--- config.mk ---
export PLATFORM = sky130hd
export DESIGN_NAME = saka_calendar_converter
export DESIGN_NICKNAME = d
export VERILOG_FILES = /design/src/design/scc_pkg.sv /design/src/design/saka_calendar_converter.sv /design/src/design/scc_pipe_ctrl.sv /design/src/design/scc_to_date.sv /design/src/design/scc_to_jdn.sv
export SDC_FILE = /design/constraint.sdc
export NUM_CORES = 2
export LEC_CHECK = 0
export BUFFER_PORTS_ARGS = -buffer_cell sky130_fd_sc_hd__clkbuf_2
export CAP_MARGIN = 5
export CORE_ASPECT_RATIO = 1.75
export CORE_MARGIN = 2
export CORE_UTILIZATION = 60
export DETAILED_ROUTE_END_ITERATION = 10
export PLACE_DENSITY = 0.77
export SYNTH_ARGS = -nofsm -noshare
export SYNTH_HDL_FRONTEND = slang
export SYNTH_HIERARCHICAL = 1
export SYNTH_SLANG_ARGS = --single-unit
--- constraint.sdc ---
create_clock -name clk -period 9.1 [get_ports clk]
set_input_delay 1.82 -clock clk [delete_from_list [all_inputs] [get_ports clk]]
set_output_delay 1.82 -clock clk [all_outputs]
set_load 0.03 [all_outputs]
--- src/design/scc_pkg.sv ---
// ============================================================================
// Saka calendar converter package
// Types, formula constants and reciprocal multipliers shared by the datapaths.
// ============================================================================
package scc_pkg;

    localparam int NUM_STAGES = 8;
    localparam int IN_DATA_W  = 48;
    localparam int OUT_DATA_W = 56;

    localparam logic [22:0] JD_FIRST  = 23'd1749630;
    localparam logic [22:0] JD_LAST   = 23'd5402054;
    localparam logic [22:0] JD_OFFSET = 23'd68518;
    localparam logic [22:0] JD_EPOCH  = 23'd1749579;

    localparam logic [13:0] YEAR_LAST  = 14'd9999;
    localparam logic [13:0] YEAR_SHIFT = 14'd78;
    localparam logic [15:0] YEAR_BIAS  = 16'(100 * 49 + 78);

    localparam logic [3:0] MONTH_FIRST = 4'd1;
    localparam logic [3:0] MONTH_LAST  = 4'd12;

    localparam logic [17:0] DAYS_400Y     = 18'd146097;
    localparam logic [10:0] DAYS_4Y       = 11'd1461;
    localparam logic [8:0]  LONG_START    = 9'd185;
    localparam logic [8:0]  LEAP_DAY      = 9'd366;
    localparam logic [8:0]  SHORT_BASE    = 9'd156;

    // Exact floor division by reciprocal multiplication over the bounded input width.
    localparam int          DIV_N_SHIFT = 41;
    localparam logic [25:0] DIV_N_MUL   =
        26'(((64'd1 << DIV_N_SHIFT) * 64'd4 + 64'd146096) / 64'd146097);

    localparam int          DIV_I_SHIFT = 38;
    localparam logic [29:0] DIV_I_MUL   =
        30'(((64'd1 << DIV_I_SHIFT) * 64'd4000 + 64'd1461000) / 64'd1461001);

    localparam int          DIV_C_SHIFT = 21;
    localparam logic [14:0] DIV_C_MUL   = 15'(((64'd1 << DIV_C_SHIFT) + 64'd99) / 64'd100);

    localparam int          DIV_S_SHIFT = 14;
    localparam logic [9:0]  DIV_31_MUL  = 10'(((64'd1 << DIV_S_SHIFT) + 64'd30) / 64'd31);
    localparam logic [9:0]  DIV_30_MUL  = 10'(((64'd1 << DIV_S_SHIFT) + 64'd29) / 64'd30);

    typedef struct packed {
        logic [22:0] day_number;
        logic [14:0] year;
        logic [3:0]  month;
        logic [4:0]  day;
        logic        leap_year;
        logic [4:0]  month_length;
        logic        range_error;
    } result_t;

    function automatic logic [4:0] month_days(input logic [3:0] month, input logic leap);
        logic [4:0] days;
        if (month == MONTH_FIRST)
        begin
            days = leap ? 5'd31 : 5'd30;
        end
        else if (month inside {[4'd2:4'd6]})
        begin
            days = 5'd31;
        end
        else
        begin
            days = 5'd30;
        end
        return days;
    endfunction

endpackage

--- src/design/saka_calendar_converter.sv ---
// ============================================================================
// Saka calendar converter
// Converts a Julian day number to a Saka date or a Saka date to a Julian day
// number, with leap flag, month length and range flag, in an eight-stage pipe.
//
// Channel  Side    One transaction carries
// s_axis   input   command in tuser, day number and date fields in tdata
// m_axis   output  range flag in tuser, day number, date, leap, length in tdata
//
// A result passes through the eight register stages before it is offered, and one
// request can be accepted in every cycle unless a stalled output has filled every stage.
// Reset clears only the stage valid bits, so the pipe comes up empty.
// Each stage loads when it is empty or its successor loads, so a stalled
// output still lets requests fill empty stages and nothing is lost or repeated.
// ============================================================================
module saka_calendar_converter (
    input  logic                           clk,
    input  logic                           rst_n,
    input  logic                           s_axis_tvalid,
    output logic                           s_axis_tready,
    // day_number_in[22:0], year_in[37:23], month_in[41:38], day_in[46:42], zero[47]
    input  logic [scc_pkg::IN_DATA_W-1:0]  s_axis_tdata,
    // command[0]
    input  logic [0:0]                     s_axis_tuser,
    output logic                           m_axis_tvalid,
    input  logic                           m_axis_tready,
    // day_number_out[22:0], year_out[37:23], month_out[41:38], day_out[46:42],
    // leap_year[47], month_length[52:48], zero[55:53]
    output logic [scc_pkg::OUT_DATA_W-1:0] m_axis_tdata,
    // range_error[0]
    output logic [0:0]                     m_axis_tuser
);

    localparam int N = scc_pkg::NUM_STAGES;

    logic [N-1:0]     stage_en;
    logic             cmd_reg [0:N-2];
    scc_pkg::result_t date_res;
    scc_pkg::result_t jdn_res;
    scc_pkg::result_t out_reg, out_next;

    scc_pipe_ctrl u_ctrl (
        .clk       (clk),
        .rst_n     (rst_n),
        .in_valid  (s_axis_tvalid),
        .in_ready  (s_axis_tready),
        .out_ready (m_axis_tready),
        .out_valid (m_axis_tvalid),
        .stage_en  (stage_en)
    );

    scc_to_date u_to_date (
        .clk        (clk),
        .stage_en   (stage_en),
        .day_number (s_axis_tdata[22:0]),
        .result     (date_res)
    );

    scc_to_jdn u_to_jdn (
        .clk      (clk),
        .stage_en (stage_en),
        .year     (s_axis_tdata[37:23]),
        .month    (s_axis_tdata[41:38]),
        .day      (s_axis_tdata[46:42]),
        .result   (jdn_res)
    );

    always_ff @(posedge clk)
    begin
        if (stage_en[0])
        begin
            cmd_reg[0] <= s_axis_tuser[0];
        end
        for (int k = 1; k < N - 1; k++)
        begin
            if (stage_en[k])
            begin
                cmd_reg[k] <= cmd_reg[k-1];
            end
        end
    end

    assign out_next = cmd_reg[N-2] ? jdn_res : date_res;

    always_ff @(posedge clk)
    begin
        if (stage_en[N-1])
        begin
            out_reg <= out_next;
        end
    end

    assign m_axis_tdata = {3'b000, out_reg.month_length, out_reg.leap_year, out_reg.day,
                           out_reg.month, out_reg.year, out_reg.day_number};
    assign m_axis_tuser = out_reg.range_error;

endmodule

--- src/design/scc_pipe_ctrl.sv ---
// ============================================================================
// Saka calendar converter pipeline control
// Per-stage valid bits and load enables; a stage loads when it is empty or
// when the stage after it loads, so bubbles close up under a stalled output.
// ============================================================================
module scc_pipe_ctrl (
    input  logic                           clk,
    input  logic                           rst_n,
    input  logic                           in_valid,
    output logic                           in_ready,
    input  logic                           out_ready,
    output logic                           out_valid,
    output logic [scc_pkg::NUM_STAGES-1:0] stage_en
);

    localparam int N = scc_pkg::NUM_STAGES;

    logic [N-1:0] valid_reg;
    logic [N-1:0] valid_next;

    always_comb
    begin
        stage_en[N-1] = !valid_reg[N-1] || out_ready;
        for (int k = N - 2; k >= 0; k--)
        begin
            stage_en[k] = !valid_reg[k] || stage_en[k+1];
        end
        valid_next[0] = stage_en[0] ? in_valid : valid_reg[0];
        for (int k = 1; k < N; k++)
        begin
            valid_next[k] = stage_en[k] ? valid_reg[k-1] : valid_reg[k];
        end
    end

    always_ff @(posedge clk or negedge rst_n)
    begin
        if (!rst_n)
        begin
            valid_reg <= '0;
        end
        else
        begin
            valid_reg <= valid_next;
        end
    end

    assign in_ready  = stage_en[0];
    assign out_valid = valid_reg[N-1];

endmodule

--- src/design/scc_to_date.sv ---
// ============================================================================
// Saka calendar converter, day number to date
// Seven register stages: offset, 400-year cycle, cycle remainder, 4-year
// cycle, day of year, month index, and final date with leap flag.
// ============================================================================
module scc_to_date (
    input  logic                           clk,
    input  logic [scc_pkg::NUM_STAGES-1:0] stage_en,
    input  logic [22:0]                    day_number,
    output scc_pkg::result_t               result
);

    logic [22:0] l0_0_reg, l0_0_next;
    logic        err_0_reg, err_0_next;

    logic [7:0]  n_1_reg, n_1_next;
    logic [22:0] l0_1_reg;
    logic        err_1_reg;
    logic [48:0] prod_n;

    logic [15:0] l1_2_reg, l1_2_next;
    logic [7:0]  n_2_reg;
    logic        err_2_reg;
    logic [25:0] cycle_days;

    logic [6:0]  i_3_reg, i_3_next;
    logic [15:0] l1_3_reg;
    logic [7:0]  n_3_reg;
    logic        err_3_reg;
    logic [16:0] l1_inc;
    logic [46:0] prod_i;

    logic [8:0]  l2_4_reg, l2_4_next;
    logic [6:0]  i_4_reg;
    logic [7:0]  n_4_reg;
    logic        err_4_reg;
    logic [17:0] quad_days;

    logic [3:0]  j_5_reg, j_5_next;
    logic [8:0]  l2_5_reg;
    logic [6:0]  i_5_reg;
    logic [7:0]  n_5_reg;
    logic        err_5_reg;
    logic [8:0]  lo_arg;
    logic [8:0]  hi_arg;
    logic [18:0] prod_lo;
    logic [18:0] prod_hi;
    logic        long_part;
    logic        last_day;

    scc_pkg::result_t res_6_reg, res_6_next;
    logic [8:0]  day_sum;
    logic [8:0]  day_adj;
    logic        wrap;
    logic [3:0]  month_val;
    logic [6:0]  cy;
    logic        century;
    logic [15:0] year_val;
    logic [1:0]  cent_mod;
    logic        leap;

    always_comb
    begin
        l0_0_next  = day_number + scc_pkg::JD_OFFSET;
        err_0_next = (day_number < scc_pkg::JD_FIRST) || (day_number > scc_pkg::JD_LAST);
    end

    always_ff @(posedge clk)
    begin
        if (stage_en[0])
        begin
            l0_0_reg  <= l0_0_next;
            err_0_reg <= err_0_next;
        end
    end

    always_comb
    begin
        prod_n   = 49'(l0_0_reg) * 49'(scc_pkg::DIV_N_MUL);
        n_1_next = prod_n[scc_pkg::DIV_N_SHIFT+7:scc_pkg::DIV_N_SHIFT];
    end

    always_ff @(posedge clk)
    begin
        if (stage_en[1])
        begin
            n_1_reg   <= n_1_next;
            l0_1_reg  <= l0_0_reg;
            err_1_reg <= err_0_reg;
        end
    end

    always_comb
    begin
        cycle_days = 26'(scc_pkg::DAYS_400Y) * 26'(n_1_reg) + 26'd3;
        l1_2_next  = 16'(l0_1_reg - 23'(cycle_days >> 2));
    end

    always_ff @(posedge clk)
    begin
        if (stage_en[2])
        begin
            l1_2_reg  <= l1_2_next;
            n_2_reg   <= n_1_reg;
            err_2_reg <= err_1_reg;
        end
    end

    always_comb
    begin
        l1_inc   = 17'(l1_2_reg) + 17'd1;
        prod_i   = 47'(l1_inc) * 47'(scc_pkg::DIV_I_MUL);
        i_3_next = prod_i[scc_pkg::DIV_I_SHIFT+6:scc_pkg::DIV_I_SHIFT];
    end

    always_ff @(posedge clk)
    begin
        if (stage_en[3])
        begin
            i_3_reg   <= i_3_next;
            l1_3_reg  <= l1_2_reg;
            n_3_reg   <= n_2_reg;
            err_3_reg <= err_2_reg;
        end
    end

    always_comb
    begin
        quad_days = 18'(scc_pkg::DAYS_4Y) * 18'(i_3_reg);
        l2_4_next = 9'(17'(l1_3_reg) + 17'd1 - 17'(quad_days >> 2));
    end

    always_ff @(posedge clk)
    begin
        if (stage_en[4])
        begin
            l2_4_reg  <= l2_4_next;
            i_4_reg   <= i_3_reg;
            n_4_reg   <= n_3_reg;
            err_4_reg <= err_3_reg;
        end
    end

    always_comb
    begin
        lo_arg    = l2_4_reg - 9'd1;
        hi_arg    = l2_4_reg - scc_pkg::SHORT_BASE;
        prod_lo   = 19'(lo_arg) * 19'(scc_pkg::DIV_31_MUL);
        prod_hi   = 19'(hi_arg) * 19'(scc_pkg::DIV_30_MUL);
        long_part = l2_4_reg >= scc_pkg::LONG_START;
        last_day  = l2_4_reg >= scc_pkg::LEAP_DAY;
        if (long_part)
        begin
            j_5_next = 4'(prod_hi[scc_pkg::DIV_S_SHIFT+3:scc_pkg::DIV_S_SHIFT] + 4'd5
                          - {3'b000, last_day});
        end
        else
        begin
            j_5_next = prod_lo[scc_pkg::DIV_S_SHIFT+3:scc_pkg::DIV_S_SHIFT];
        end
    end

    always_ff @(posedge clk)
    begin
        if (stage_en[5])
        begin
            j_5_reg   <= j_5_next;
            l2_5_reg  <= l2_4_reg;
            i_5_reg   <= i_4_reg;
            n_5_reg   <= n_4_reg;
            err_5_reg <= err_4_reg;
        end
    end

    always_comb
    begin
        day_adj   = (j_5_reg >= 4'd6) ? 9'({5'b00000, j_5_reg} - 9'd5) : 9'd0;
        day_sum   = l2_5_reg - 9'(j_5_reg) * 9'd31 + day_adj;
        wrap      = j_5_reg >= 4'd11;
        month_val = 4'(j_5_reg + 4'd2 - (wrap ? 4'd12 : 4'd0));
        cy        = 7'(i_5_reg + {6'b000000, wrap});
        century   = cy == 7'd100;
        year_val  = 16'(16'd100 * 16'(n_5_reg) + 16'(cy) - scc_pkg::YEAR_BIAS);
        cent_mod  = 2'(n_5_reg[1:0] + {1'b0, century} + 2'd3);
        leap      = (cy[1:0] == 2'd0) && (((cy != 7'd0) && !century) || (cent_mod == 2'd0));

        res_6_next = '0;
        if (err_5_reg)
        begin
            res_6_next.range_error = 1'b1;
        end
        else
        begin
            res_6_next.year         = year_val[14:0];
            res_6_next.month        = month_val;
            res_6_next.day          = day_sum[4:0];
            res_6_next.leap_year    = leap;
            res_6_next.month_length = scc_pkg::month_days(month_val, leap);
        end
    end

    always_ff @(posedge clk)
    begin
        if (stage_en[6])
        begin
            res_6_reg <= res_6_next;
        end
    end

    assign result = res_6_reg;

endmodule

--- src/design/scc_to_jdn.sv ---
// ============================================================================
// Saka calendar converter, date to day number
// Seven register stages: range check and shifted year, century quotient,
// leap flag and corrections, partial sums, final sum, then alignment stages.
// ============================================================================
module scc_to_jdn (
    input  logic                           clk,
    input  logic [scc_pkg::NUM_STAGES-1:0] stage_en,
    input  logic [14:0]                    year,
    input  logic [3:0]                     month,
    input  logic [4:0]                     day,
    output scc_pkg::result_t               result
);

    logic [13:0] y_0_reg;
    logic [3:0]  m_0_reg;
    logic [4:0]  d_0_reg;
    logic        err_0_reg, err_0_next;
    logic [13:0] g_0_reg, g_0_next;
    logic        m1_0_reg, m1_0_next;

    logic [6:0]  q_1_reg, q_1_next;
    logic [13:0] y_1_reg;
    logic [3:0]  m_1_reg;
    logic [4:0]  d_1_reg;
    logic        err_1_reg;
    logic [13:0] g_1_reg;
    logic        m1_1_reg;
    logic [28:0] prod_c;

    logic [6:0]  tq_2_reg, tq_2_next;
    logic [13:0] t_2_reg, t_2_next;
    logic        leap_2_reg, leap_2_next;
    logic [13:0] y_2_reg;
    logic [3:0]  m_2_reg;
    logic [4:0]  d_2_reg;
    logic        err_2_reg;
    logic [13:0] rem;
    logic        rem_zero;

    logic [23:0] a_3_reg, a_3_next;
    logic [8:0]  bpos_3_reg, bpos_3_next;
    logic [7:0]  bneg_3_reg, bneg_3_next;
    logic        leap_3_reg;
    logic [13:0] y_3_reg;
    logic [3:0]  m_3_reg;
    logic [4:0]  d_3_reg;
    logic        err_3_reg;
    logic [8:0]  cent_corr;

    scc_pkg::result_t res_4_reg, res_4_next;
    scc_pkg::result_t res_5_reg;
    scc_pkg::result_t res_6_reg;

    always_comb
    begin
        err_0_next = year[14] || (year[13:0] > scc_pkg::YEAR_LAST)
                     || (month < scc_pkg::MONTH_FIRST) || (month > scc_pkg::MONTH_LAST);
        g_0_next   = year[13:0] + scc_pkg::YEAR_SHIFT;
        m1_0_next  = month == scc_pkg::MONTH_FIRST;
    end

    always_ff @(posedge clk)
    begin
        if (stage_en[0])
        begin
            y_0_reg   <= year[13:0];
            m_0_reg   <= month;
            d_0_reg   <= day;
            err_0_reg <= err_0_next;
            g_0_reg   <= g_0_next;
            m1_0_reg  <= m1_0_next;
        end
    end

    always_comb
    begin
        prod_c   = 29'(g_0_reg) * 29'(scc_pkg::DIV_C_MUL);
        q_1_next = prod_c[scc_pkg::DIV_C_SHIFT+6:scc_pkg::DIV_C_SHIFT];
    end

    always_ff @(posedge clk)
    begin
        if (stage_en[1])
        begin
            q_1_reg   <= q_1_next;
            y_1_reg   <= y_0_reg;
            m_1_reg   <= m_0_reg;
            d_1_reg   <= d_0_reg;
            err_1_reg <= err_0_reg;
            g_1_reg   <= g_0_reg;
            m1_1_reg  <= m1_0_reg;
        end
    end

    always_comb
    begin
        rem         = g_1_reg - 14'(q_1_reg) * 14'd100;
        rem_zero    = rem == 14'd0;
        tq_2_next   = (m1_1_reg && rem_zero) ? 7'(q_1_reg - 7'd1) : q_1_reg;
        t_2_next    = g_1_reg - {13'd0, m1_1_reg};
        leap_2_next = (g_1_reg[1:0] == 2'd0) && (!rem_zero || (q_1_reg[1:0] == 2'd0));
    end

    always_ff @(posedge clk)
    begin
        if (stage_en[2])
        begin
            tq_2_reg   <= tq_2_next;
            t_2_reg    <= t_2_next;
            leap_2_reg <= leap_2_next;
            y_2_reg    <= y_1_reg;
            m_2_reg    <= m_1_reg;
            d_2_reg    <= d_1_reg;
            err_2_reg  <= err_1_reg;
        end
    end

    always_comb
    begin
        a_3_next    = 24'(y_2_reg) * 24'd365 + 24'(t_2_reg >> 2) + 24'(d_2_reg)
                      + 24'(scc_pkg::JD_EPOCH);
        bpos_3_next = 9'(m_2_reg) * 9'd31;
        cent_corr   = (9'(tq_2_reg) + 9'd1) * 9'd3;
        bneg_3_next = 8'({7'd0, m_2_reg >= 4'd2})
                      + ((m_2_reg >= 4'd7) ? 8'(m_2_reg - 4'd7) : 8'd0)
                      + 8'(cent_corr[8:2]);
    end

    always_ff @(posedge clk)
    begin
        if (stage_en[3])
        begin
            a_3_reg    <= a_3_next;
            bpos_3_reg <= bpos_3_next;
            bneg_3_reg <= bneg_3_next;
            leap_3_reg <= leap_2_reg;
            y_3_reg    <= y_2_reg;
            m_3_reg    <= m_2_reg;
            d_3_reg    <= d_2_reg;
            err_3_reg  <= err_2_reg;
        end
    end

    always_comb
    begin
        res_4_next = '0;
        if (err_3_reg)
        begin
            res_4_next.range_error = 1'b1;
        end
        else
        begin
            res_4_next.day_number   = 23'(a_3_reg + 24'(bpos_3_reg) - 24'(bneg_3_reg));
            res_4_next.year         = 15'(y_3_reg);
            res_4_next.month        = m_3_reg;
            res_4_next.day          = d_3_reg;
            res_4_next.leap_year    = leap_3_reg;
            res_4_next.month_length = scc_pkg::month_days(m_3_reg, leap_3_reg);
        end
    end

    always_ff @(posedge clk)
    begin
        if (stage_en[4])
        begin
            res_4_reg <= res_4_next;
        end
        if (stage_en[5])
        begin
            res_5_reg <= res_4_reg;
        end
        if (stage_en[6])
        begin
            res_6_reg <= res_5_reg;
        end
    end

    assign result = res_6_reg;

endmodule

# Word-level counts from Yosys, hierarchy flattened
# Memory sizes are Yosys's and may differ from the RTL's.
# Cells that the tools add are included.
# totals
register_bits	600
word_cells	222
in_bits	53
latch_bits	0
memories	1
mem_bits_rw	7
mem_bits_ro	0
out_inout_bits	59
# classes
shift	0
muxes	28
n_mul	13
n_lt_le_gt_ge	15
n_eq_ne	4
n_reduce_logical	36
n_bitwise	0
n_div	0
add_sub_neg	33
# mem_list
name	depth	word_bits	read_ports	rd_ports_with_merged_regs	wr	line	rtl
cmd_reg	7	1	7	0	7	saka_calendar_converter.sv:37	logic cmd_reg [0:N-2];
# ops
operator	n
$mul A23 B24 Y47 const B	1
$mul A17 B30 Y45 const B	1
$mul A9 B10 Y18 const B	2
$mux W31	1
$mul A14 B13 Y26 const B	1
$add A23 B12 Y23	1
$add A23 B17 Y23 const B	1
$add A23 B21 Y23 const B	1
$add A23 B5 Y23	1
$add A23 B9 Y23	1
$gt A23 B23 Y1 const B	1
$lt A23 B21 Y1 const B	1
$mul A14 B9 Y23 const B	1
$sub A23 B8 Y23	1
$mux W1	20
$add A18 B2 Y18 const B	1
$mul A18 B8 Y18 const A	1
$add A16 B1 Y17 const B	1
$sub A16 B16 Y16	1
$add A15 B7 Y15	1
$mux W5	3
$sub A15 B13 Y15 const B	1
$add A14 B7 Y14 const B	1
$gt A14 B14 Y1 const B	1
45 further kinds	83

# Logic depth before layout (Yosys ltp)
# logic_depth
depth_word	11
mapped_depth	27
depth_no_buf	27

# Cells and area by module
# Netlist, hierarchy kept.
# by_module_without_submodules
mod	cells_per_inst	area_per_inst_um2	seq_area_each_um2	instances
scc_to_date	2881	30790.8	5315.1	1
scc_to_jdn	1645	21325.5	10239.8	1
saka_calendar_converter	125	2765.2	1831.8	1
scc_pipe_ctrl	29	346.6	200.2	1

# Worst setup path before layout
# Ideal clock, no wire load.
# synth_timing
path_kind	reg-to-reg
start	register u_to_date.l1_2_reg[0]
end	register u_to_date.i_3_reg[6] (data pin)
path_slack_ns	2.061
n_path_buf	1
synth_period_minus_slack_ns	7.039
setup_ns	0.265
path_stages_with_launch	24
required_ns	8.835
t_arrival_ns	6.774
cell_sequence	edfxtp_1 -> clkbuf_1 -> nand2_1 -> or3_1 -> nor2_1 -> xor2_1 -> inv_1 -> fa_1 -> inv_1 -> fa_1 -> fa_1 -> fa_1 -> fa_1 -> inv_1 -> fa_1 -> inv_1 -> ha_1 -> or3_1 -> o2111ai_1 -> nand2_1 -> a41oi_1 -> a311oi_2 -> a311oi_1 -> xnor2_1
# synth_via
elab_chain_cells	2
# synth_lines
item	line	rtl
start, declared	scc_to_date.sv:21	logic [15:0] l1_2_reg, l1_2_next;
start signal, assigned	scc_to_date.sv:103	l1_2_reg <= l1_2_next;
$add A16 B1 Y17	scc_to_date.sv:111	l1_inc = 17'(l1_2_reg) + 17'd1;
$mul A17 B30 Y45	scc_to_date.sv:112	prod_i = 47'(l1_inc) * 47'(scc_pkg::DIV_I_MUL);
net u_to_date.prod_i[44]	scc_to_date.sv:31	logic [46:0] prod_i;
end signal, assigned	scc_to_date.sv:120	i_3_reg <= i_3_next;
end, declared	scc_to_date.sv:26	logic [6:0] i_3_reg, i_3_next;
# The timed path passes the listed nets, and every way through them passes these cells.
# A chain may end at the register's enable or synchronous reset.

# Final worst setup path
# layout_timing
start	register u_to_date.l1_2_reg[1]
end	register u_to_date.i_3_reg[6] (data pin)
# The elaborated chain is that of the path after synthesis.

==> run_results.csv <==
group,metric,value,unit
route,final_antenna_net_count,0,
logic_synthesis,synth_top_area_share,0.315,
sta,setup_viol,0,
global_route,grtUsageTotal,0.253,
sta,fmax,122,MHz
setup_path,critPathRequiredTime,9.48,ns
logic_synthesis,synth-edff-count,579,
sta,setup_tns,0,ns
sta,worstMarginPinSlew,1.21,ns
logic_synthesis,synth_warnings,6,
run,drv_cap,0,
setup_path,crit_fanout,7,
hold_path,min_path_type,"reg2reg",
route,via_per_inst,5.47,
placed_design,gp_congestion,1.05,
clock_network,post_cts_buffers,0,
clock_network,cts_tree,"yes",
logic_synthesis,yosysTopAreaCell,"edfxtp_1",
sta,min_period,8.19,ns
clock_network,cts-buffers-inserted,57,
route,drc,0,
placed_design,io_buffers,107,
die,die_area,94600,sq um
setup_path,cp.arrival,8.57,ns
logic_synthesis,synthMostInstantiatedCell,"inv_1",
sta,timing.final.crit_share,0.900,
global_route,grt_max_degree,81,
clock_network,postCtsHoldBufs,0,
route,routed_wl,114,mm
clock_network,htree_levels,2,
setup_path,crit_path_start_kind,"register",
global_route,grt_overflow_total,0,
setup_path,cp_common_cell,"fa_1",
logic_synthesis,syn_area,55200,sq um
route,wire_per_inst,18.6,um
status,outcome,"finished clean",
logic_synthesis,synth_common_cells,"inv_1, ha_1, fa_1, edfxtp_1, xnor2_1",
global_route,grt_pass1_wl,185,mm
logic_synthesis,yosysSeqAreaShare,0.318,
sta,clock_skew,0.0396,ns
clock_network,cts-resized-gates,0,
logic_synthesis,synthTopCellsByArea,"edfxtp_1, fa_1, ha_1, inv_1, xnor2_1",
clock_network,clkTransAtPathRegs,0.06,ns
clock_network,cts.sinks,587,
die,row_count,147,
finish,synthToLayoutAreaGrowth,7.32,%
die,core-area,91400,sq um
setup_path,max_stage_delay,0.64,ns
sta,rsz0062_at_grt,"false",
placed_design,dp_hpwl,95.7,mm
clock_network,cts-root-buf,"clkbuf_16",
route,initialDrtViolationCount,1511,
die,die_w,233,um
finish,num_antenna_cells,0,
sta,fin_ws,0.909,ns
finish,largest_reg_flops,53,
sta,slew_violations,0,
clock_network,cts_max_path_buffers,3,
sta,hold_viol_final,0,
logic_synthesis,syn_avg_cell_area,11.8,sq um
setup_path,cpMaxStageDelayCell,"fa_1",
logic_synthesis,ys_ff_latch,587,
global_route,grt_antenna_before_repair,2,
setup_path,worstSetupPathType,"reg2reg",
logic_synthesis,synth-main-ff-cell,"edfxtp_1",
clock_network,insertion_delay,0.65,ns
die,start_util,0.604,
logic_synthesis,yosysUniqueCellTypes,94,
setup_path,worst_setup_path_end_kind,"register",
sta,relSlewSlack,0.192,
global_route,first_global_vias,36767,
route,dr.pass1.iters,6,
finish,fin_nets,6409,
finish,drive_gt1_frac,0.0690,
die,die_y,405,um
logic_synthesis,synthCells,4680,
placed_design,place_ws,1.06,ns
logic_synthesis,async_reset_ff_frac,0.0136,
die,io_pins,112,
route,dr_total_vias,33324,
==> placed cells by master, fill, tap and decap left out, types with 22 or more instances in the layout <==
cell type  count
clkbuf_2     107
nand4_1       25
mux2_4        50
nor2b_1       56
a21oi_1      135
fa_1         618
conb_1        27
a21o_1        72
a211oi_1      22
edfxtp_1     579
o21ai_0       64
nand2b_1      27
ha_1         885
inv_1       1160
nor3_1        27
nand2_1      112
xnor2_1      177
xor2_1        92
clkbuf_16     57
nor2_1       135
nand3_1       59
buf_4         41
==> per-stage QoR <==
stage	hold WS, ns	cell area (sq um)	utilization	cells
after detailed placement	0.405	57300	0.626	5986
after CTS	0.398	59300	0.648	6092
after global routing	0.399	59300	0.648	6092
final	0.400	59300	0.648	6092
after global placement	0.401	57300	0.626	5986
after floorplan	0.400	55300	-	4704
==> path summary, 6_finish.rpt <==
kind	from	endpoint	slack [ns]	cells past startpoint
max in group asynchronous	rst_n	u_ctrl/valid_reg[3]$_DFFE_PN0P_	7.89	1
max	u_to_date/l1_2_reg[1]$_DFFE_PP_	u_to_date/i_3_reg[6]$_DFFE_PP_	0.91	26
min in group asynchronous	rst_n	u_ctrl/valid_reg[6]$_DFFE_PN0P_	1.01	1
min reg2reg	u_to_jdn/m_1_reg[1]$_DFFE_PP_	u_to_jdn/m_2_reg[1]$_DFFE_PP_	0.40	0
min	u_to_jdn/m_1_reg[1]$_DFFE_PP_	u_to_jdn/m_2_reg[1]$_DFFE_PP_	0.40	0
max reg2reg	u_to_date/l1_2_reg[1]$_DFFE_PP_	u_to_date/i_3_reg[6]$_DFFE_PP_	0.91	26
==> worst max-delay path: cells and delay by family, from the launching register on <==
kind	cells	cell delay, ns
buf+inv	6	0.75
flops	1	0.58
simple gates	6	1.36
fa+ha+maj	8	3.66
xor+xnor	2	0.77
compound gates	4	0.79
==> layer usage <==
layer | vias up | wire (um) | track usage
met5 | - | 11 | 0
met4 | 2 | 8600 | 0.158
met3 | 392 | 3580 | 0.0266
met2 | 749 | 61700 | 0.480
met1 | 16469 | 39600 | 0.263
li1 | 15712 | - | -
==> cell type report <==
class	count	area [sq um]
clock inverters	41	561
flip-flops and latches	587	17600
fillers	6826	32100
multi-input cells	2898	33000
well taps	1192	1490
inverters	1161	4360
repair buffers	148	843
clock buffers	65	1460
==> logic make-up after synthesis <==
family / synth area share
and+or+nand+nor: 0.0507
DFF: 0.318
muxes: 0.0161
adders and majority gates: 0.425
AOI/OAI and AO/OA: 0.0595
xor gates and xnor gates: 0.0435
buffers and inverters: 0.0870
other: 0.000204
Power is not shown: default switching activity piles up to over one toggle a cycle in this logic, so the estimate is an artifact.
